===== config.mk =====
export PLATFORM = sky130hd
export DESIGN_NAME = bcg_divider
export DESIGN_NICKNAME = d
export VERILOG_FILES = /design/src/rtl/bcg_pkg.sv /design/src/rtl/bcg_divider.sv
export SDC_FILE = /design/constraint.sdc
export NUM_CORES = 2
export LEC_CHECK = 0
export ABC_AREA = 1
export CAP_MARGIN = 30
export CORE_ASPECT_RATIO = 0.6
export CORE_MARGIN = 1
export CORE_UTILIZATION = 50
export DETAILED_ROUTE_END_ITERATION = 6
export DONT_BUFFER_PORTS = 1
export GPL_TIMING_DRIVEN = 0
export PLACE_DENSITY_LB_ADDON = 0.2
export SLEW_MARGIN = 20
export SYNTH_ARGS = -nofsm -noshare
export SYNTH_HDL_FRONTEND = slang
export SYNTH_SLANG_ARGS = --single-unit

===== constraint.sdc =====
create_clock -name clk -period 4 [get_ports clk]
set_input_delay 0.2 -clock clk [delete_from_list [all_inputs] [get_ports clk]]
set_output_delay 0.2 -clock clk [all_outputs]
set_load 0.05 [all_outputs]

===== src/rtl/bcg_pkg.sv =====
// Shared constants, types and register codes for the bilinear color gradient block.
package bcg_pkg;

    localparam int COORD_BITS_DEF = 12;

    localparam int FRAME_W    = 13;
    localparam int RGB_W      = 24;
    localparam int CHAN_W     = 8;
    localparam int NCHAN      = 3;
    localparam int HSUM_W     = FRAME_W + CHAN_W;
    localparam int NUM_W      = 2 * FRAME_W + CHAN_W;
    localparam int DEN_W      = 2 * FRAME_W;
    localparam int QUO_W      = CHAN_W;
    localparam int ARGB_W     = 32;
    localparam int CFG_IDX_W  = 3;
    localparam int CFG_DATA_W = RGB_W;

    localparam logic [CHAN_W-1:0] ALPHA_FULL = 8'hFF;

    localparam logic [FRAME_W-1:0] WIDTH_RST  = 13'd320;
    localparam logic [FRAME_W-1:0] HEIGHT_RST = 13'd240;
    localparam logic [RGB_W-1:0]   TL_RST     = 24'hFF0000;
    localparam logic [RGB_W-1:0]   TR_RST     = 24'h0000FF;
    localparam logic [RGB_W-1:0]   BL_RST     = 24'hFFFF00;
    localparam logic [RGB_W-1:0]   BR_RST     = 24'h00FF00;

    typedef enum logic [CFG_IDX_W-1:0] {
        REG_FRAME_WIDTH  = 3'd0,
        REG_FRAME_HEIGHT = 3'd1,
        REG_TOP_LEFT     = 3'd2,
        REG_TOP_RIGHT    = 3'd3,
        REG_BOTTOM_LEFT  = 3'd4,
        REG_BOTTOM_RIGHT = 3'd5
    } cfg_reg_t;

    typedef struct packed {
        logic [FRAME_W-1:0] frame_width;
        logic [FRAME_W-1:0] frame_height;
        logic [RGB_W-1:0]   top_left_rgb;
        logic [RGB_W-1:0]   top_right_rgb;
        logic [RGB_W-1:0]   bottom_left_rgb;
        logic [RGB_W-1:0]   bottom_right_rgb;
    } cfg_t;

    // Numerator and denominator of one pixel, leaving the weighting pipeline.
    typedef struct packed {
        logic                         valid;
        logic                         outside;
        logic [NCHAN-1:0][NUM_W-1:0]  num;
        logic [DEN_W-1:0]             den;
    } front_t;

    // Quotients of one pixel, leaving the divider pipeline.
    typedef struct packed {
        logic                         valid;
        logic                         outside;
        logic [NCHAN-1:0][QUO_W-1:0]  chan;
    } div_t;

endpackage


===== src/rtl/bcg_divider.sv =====
// Restoring divider pipeline, one quotient bit per stage, all channels side by side.
module bcg_divider (
    input  logic            clk,
    input  logic            rst_n,
    input  logic            adv,
    input  bcg_pkg::front_t din,
    output bcg_pkg::div_t   dout
);
    import bcg_pkg::*;

    logic                        vld_reg  [QUO_W];
    logic                        oob_reg  [QUO_W];
    logic [NCHAN-1:0][QUO_W-1:0] quo_reg  [QUO_W];
    logic [NCHAN-1:0][NUM_W-1:0] rem_reg  [QUO_W-1];
    logic [DEN_W-1:0]            den_reg  [QUO_W-1];

    genvar i;
    for (i = 0; i < QUO_W; i++)
    begin : g_stage
        logic                        vld_in, oob_in;
        logic [NCHAN-1:0][NUM_W-1:0] rem_in;
        logic [NCHAN-1:0][QUO_W-1:0] quo_in, quo_next;
        logic [DEN_W-1:0]            den_in;
        logic [NUM_W-1:0]            trial;
        logic [NCHAN-1:0]            fits;

        if (i == 0)
        begin : g_first
            assign vld_in = din.valid;
            assign oob_in = din.outside;
            assign rem_in = din.num;
            assign quo_in = '0;
            assign den_in = din.den;
        end
        else
        begin : g_rest
            assign vld_in = vld_reg[i-1];
            assign oob_in = oob_reg[i-1];
            assign rem_in = rem_reg[i-1];
            assign quo_in = quo_reg[i-1];
            assign den_in = den_reg[i-1];
        end

        // Quotient bit QUO_W-1-i is set when the shifted divisor still fits.
        always_comb
        begin
            trial    = NUM_W'(den_in) << (QUO_W - 1 - i);
            quo_next = quo_in;
            for (int c = 0; c < NCHAN; c++)
            begin
                fits[c]                    = rem_in[c] >= trial;
                quo_next[c][QUO_W - 1 - i] = fits[c];
            end
        end

        always_ff @(posedge clk or negedge rst_n)
        begin
            if (!rst_n)
            begin
                vld_reg[i] <= 1'b0;
            end
            else if (adv)
            begin
                vld_reg[i] <= vld_in;
            end
        end

        always_ff @(posedge clk)
        begin
            if (adv)
            begin
                oob_reg[i] <= oob_in;
                quo_reg[i] <= quo_next;
            end
        end

        // The remainder and divisor are only needed by the stages that follow.
        if (i < QUO_W - 1)
        begin : g_carry
            logic [NCHAN-1:0][NUM_W-1:0] rem_next;

            always_comb
            begin
                for (int c = 0; c < NCHAN; c++)
                begin
                    rem_next[c] = fits[c] ? (rem_in[c] - trial) : rem_in[c];
                end
            end

            always_ff @(posedge clk)
            begin
                if (adv)
                begin
                    rem_reg[i] <= rem_next;
                    den_reg[i] <= den_in;
                end
            end
        end
    end

    assign dout.valid   = vld_reg[QUO_W-1];
    assign dout.outside = oob_reg[QUO_W-1];
    assign dout.chan    = quo_reg[QUO_W-1];

endmodule

# == Word-level counts from Yosys, hierarchy flattened ==
# Memories as Yosys holds them, arrays and structs flattened.
# Cells that the tools add are included.
# word_totals
mem_bits_ro,0
latchBits,0
mem_count,4
ram_bits,1096
out_inout_bits,26
regBits,8
input_bits,133
word_cells,80
# classes
bitwise_logic,0
n_lt_le_gt_ge,24
muxes,23
div,0
eq_ne,0
n_reduce_logical,0
n_shift,0
n_addsub,21
multipliers,0
# memory_table
name,depth,word_bits,read_ports,rd_clocked_by_memory_dff,write_ports,line,source
rem_reg,7,102,7,0,7,bcg_divider.sv:14,logic [NCHAN-1:0][NUM_W-1:0] rem_reg [QUO_W-1];
quo_reg,8,24,8,0,8,bcg_divider.sv:13,logic [NCHAN-1:0][QUO_W-1:0] quo_reg [QUO_W];
den_reg,7,26,7,0,7,bcg_divider.sv:15,logic [DEN_W-1:0] den_reg [QUO_W-1];
oob_reg,8,1,8,0,8,bcg_divider.sv:12,logic oob_reg [QUO_W];
# op_table
cell,count
$mux 34,21
$ge 34x26->1,3
$ge 34x27->1,3
$ge 34x28->1,3
$ge 34x29->1,3
$ge 34x30->1,3
$ge 34x31->1,3
$ge 34x32->1,3
$ge 34x33->1,3
$sub 34x27->34,3
$sub 34x28->34,3
$sub 34x29->34,3
$sub 34x30->34,3
$sub 34x31->34,3
$sub 34x32->34,3
$sub 34x33->34,3
$mux 1,2

# == Logic depth before layout (Yosys ltp) ==
# An unclocked memory read counts as a cell.
# depth
depth_word,3
ltp_mapped,17
ltp_nobuf,16

# == Worst setup path before layout ==
# Ideal clock, no wire load.
# synth_path
path_kind,reg-to-reg
startpoint,memory rem_reg[4][2] in the netlist's numbering
endpoint,"memory rem_reg[5][4] in the netlist's numbering, data pin"
path_slack_ns,1.724
arrival_ns,2.010
n_path_buf,1
path_stages_with_launch,16
cell_sequence,edfxtp_1 > inv_1 > ha_1 > inv_1 > fa_1 > nand2_1 > nand3_1 > nand3_1 > nand2_2 > nand2_1 > nand2_1 > nand2_1 > nand2_1 > nor2_2 > clkbuf_1 > o21ai_0
# synth_lines
item,line
"start, declared",bcg_divider.sv:14

==> summary.md <==
| Metric | Value |
|---|---|
| Setup TNS | `0 ps` |
| Core area | `0.171 sq mm` |
| Fin area | `0.0944 sq mm` |
| Die Y | `324 um` |
| DR vias/cell | `about 5.6` |
| Gr ovfl total | `0` |
| Pins Over Slew Limit | `0` |
| Final wirelength | `352 mm` |
| Max-cap check violation count | `0` |
| Root buffer cell | `clkbuf_16` |
| Initial cell density of the core | `50.6%` |
| Hold crit path type | `input port to flop` |
| Synth top area share | `35.2%` |
| Worst EP required | `4480 ps` |
| Sw Share | `48.0%` |
| # fillers | `16,568` |
| Cells after Synth | `roughly 13,000` |
| Top cells by area, synth | `edfxtp_1 (35%), nand2_1 (24%), inv_1 (10%)` |
| Pre-antenna DRT Iters | `7` |
| Post-Syn Area | `0.0864 sq mm` |
| Routability congestion estimate | `1.09` |
| Peak VDD IR | `404 uV` |
| Syn avg cell area | `6.73 sq um` |
| Post-CTS setup buffers | `0` |
| Post-synth EDFFs | `1,012` |
| Post-Place Worst Slack | `about 540 ps` |
| Area Overhead vs Synth | `9.29%` |
| I/O Buffers | `0` |
| Period utilization | `between 90% and 100%` |
| Gr usage total | `39.2%` |
| Hold slack | `-61.2 ps` |
| Die Width | `about 540 um` |
| Residual DRC count | `0` |
| Area of the multi-input gates | `0.0457 sq mm` |
| Routed Antenna Nets | `0` |
| Top-count cell post-synth | `nand2_1` |
| Reg-to-reg setup timing slack | `around 110 ps` |
| CP endpoint kind | `flop` |
| Setup Crit Path Kind | `flop to flop` |
| Achievable Freq | `257 MHz` |
| Max FFs per register | `714` |
| TritonCTS buffer count | `103` |
| Pwr Total | `60.6 mW` |
| Synth unique cells | `48` |
| Clock tree sinks | `1,020` |
| Worst-case reg-to-reg path depth | `10` |
| Synth area leader | `edfxtp_1` |
| Clock transition at path regs | `approximately 70 ps` |
| Avg WL per Cell | `22.8 um` |
| Via count | `86,065` |
| First-pass GRT wire length | `494 mm` |
| Final Util | `55.3%` |
| Hold Startpoint | `adv` |
| Setup-failing EPs final | `0` |
| Final hold violation count | `11` |
| Failing checks | `negative hold slack` |
| Final worst slack | `112 ps` |
| Die ar. | `0.174 sq mm` |
| Clk pwr share | `approximately 18%` |
| #FFs+latches synth | `around 1,000` |
| CP Launch Type | `flop` |
| H-tree Lvls | `3` |
| Share of cells above drive strength 1 | `3.38%` |
| Slew headroom | `4.88%` |
| Sw power | `around 29 mW` |
| CTS tree | `built` |
| RSZ-0062 raised after global routing | `no` |
| Outcome | `complete, but fails checks` |
| Synth warn | `0` |
| Core Rows | `117` |
| Worst Tran Pin Value | `between 1000 and 1500 ps` |
| Reg-to-Reg End | `rem_reg[1][10]` |
| 1st-iter DRT viols | `13,196` |
| Vias in the first global route | `74,520` |
| DP HPWL | `293 mm` |
| Dpl cell area | `between 0.08 and 0.09 sq mm` |
| Combinational power share | `52.6%` |
| Syn Nets | `around 14,000` |
| Async S/R FF share, synth | `less than 1%` |
| Commonest cells in the netlist | `nand2_1 (5,416), inv_1 (2,409), edfxtp_1 (1,012)` |
| Largest net degree at the start of global routing | `roughly 1,000` |
| Nets | `13,865` |
| Tmin final | `between 3000 and 4000 ps` |
| Seq/Total Area, Yosys | `35.4%` |
| Reg2reg start | `den_reg[0][1]` |
| Hold EP | `rem_reg[3][100]` |
| Clk_lat worst skew | `790 ps` |
| Power density cells | `roughly 640 mW/mm^2` |
| Top FF cell, synth | `edfxtp_1` |
| Leakage | `49.9 nW` |
| Seq pwr share | `29.9%` |
| Max Buffers Root-to-Sink | `3` |
| Arrival @ worst endpoint | `roughly 4400 ps` |
| Clock Skews | `58.5 ps` |
| Register area | `0.0306 sq mm` |
| Internal power | `about 32 mW` |
| Hold path cells | `1` |
| Num ports | `159` |
| Crit-path max FO | `10` |
| Initial antenna violation count | `39` |
worst max path at each step:
stage	depth (start not counted)	start	to	slack (ps)
finish	10	den_reg[0][1]	rem_reg[1][10]	110
global route	10	den_reg[0][1]	rem_reg[1][10]	150
CTS	10	den_reg[0][1]	rem_reg[1][10]	490
detailed placement	10	den_reg[0][1]	rem_reg[1][28]	540
global placement	14	den_reg[3][14]	rem_reg[4][3]	300
floorplan	15	rem_reg[4][2]	rem_reg[5][4]	1720
cells in the final DEF, fill, tap and decap left out, drive strengths merged, types with 7 or more instances in the layout:
master,n
xor2,195
nand2,5446
nand3b,59
fa,21
nand3,756
bufinv,16
ha,624
dlygate4sd3,139
dfrtp,8
nand4,245
nor4,24
clkinv,44
diode,13
nor3,114
inv,2435
a21o,7
nor2,933
and2,50
and3,12
xnor2,91
edfxtp,1012
buf,125
clkinvlp,10
clkbuf,126
o21ai,172
or2,23
a21oi,450
o21bai,25
stage by stage:
step	hold slack [ps]	std cells
after floorplan	-95.6	12836
after global placement	-95.5	15097
after detailed placement	-95.5	15098
after CTS	-453	15431
after global routing	45.4	15442
final	-61.2	15451
cell families after synthesis:
kind of cell	count (synthesis)	synth area share [%]
DFF	1020	35.4
AOI/OAI and AO/OA	663	4.10
xor gates and xnor gates	286	2.90
and+or+nand+nor	7668	36.4
adders and majority gates	645	9.53
buffers and inverters	2554	11.6
worst max-delay path: stages, from the launching register on:
cell	delay, ps
edfxtp_1	810
inv_1	490
ha_1	470
nand3_1	90
nor3_1	830
nand3_1	190
nand3_2	170
inv_2	110
buf_2	260
nand2_1	110
nand2_1	80
power by group through the flow:
stage          combinational [mW]  clock, mW  sequential (mW)
6_report                     31.9       10.6             18.1
5_1_grt                      34.8       11.1             18.3
2_1_floorplan                21.5          0             17.0
3_3_place_gp                 29.5          0             18.2
4_1_cts                      30.2       10.7             18.0
3_5_place_dp                 29.8          0             18.2
layout make-up:
type / count / share of cell area, %
clock inverter: 75 / 1.01
multi-input combinational: 9262 / 48.4
tap: 2261 / 3.00
timing repair buffer: 146 / 1.65
antenna: 13 / 0.0345
clock buffer: 120 / 2.80
sequential: 1020 / 32.4
inverter: 2430 / 9.67
buffer: 124 / 0.978
per-layer routing:
metal  global-route usage, %  wire length [um]
met4                    4.66              4080
met2                    42.8            110000
met1                    60.8            165000
met3                    25.1             72200
met5                    3.14              1160
repair_timing:
| action | CTS | global route |
|---|---|---|
| resized for setup | 0 | 0 |
| hold buffers | 138 | 2 |
| endpoints found under the hold margin | 713 | 98 |
Note: power is estimated with default switching activity, not from simulation.
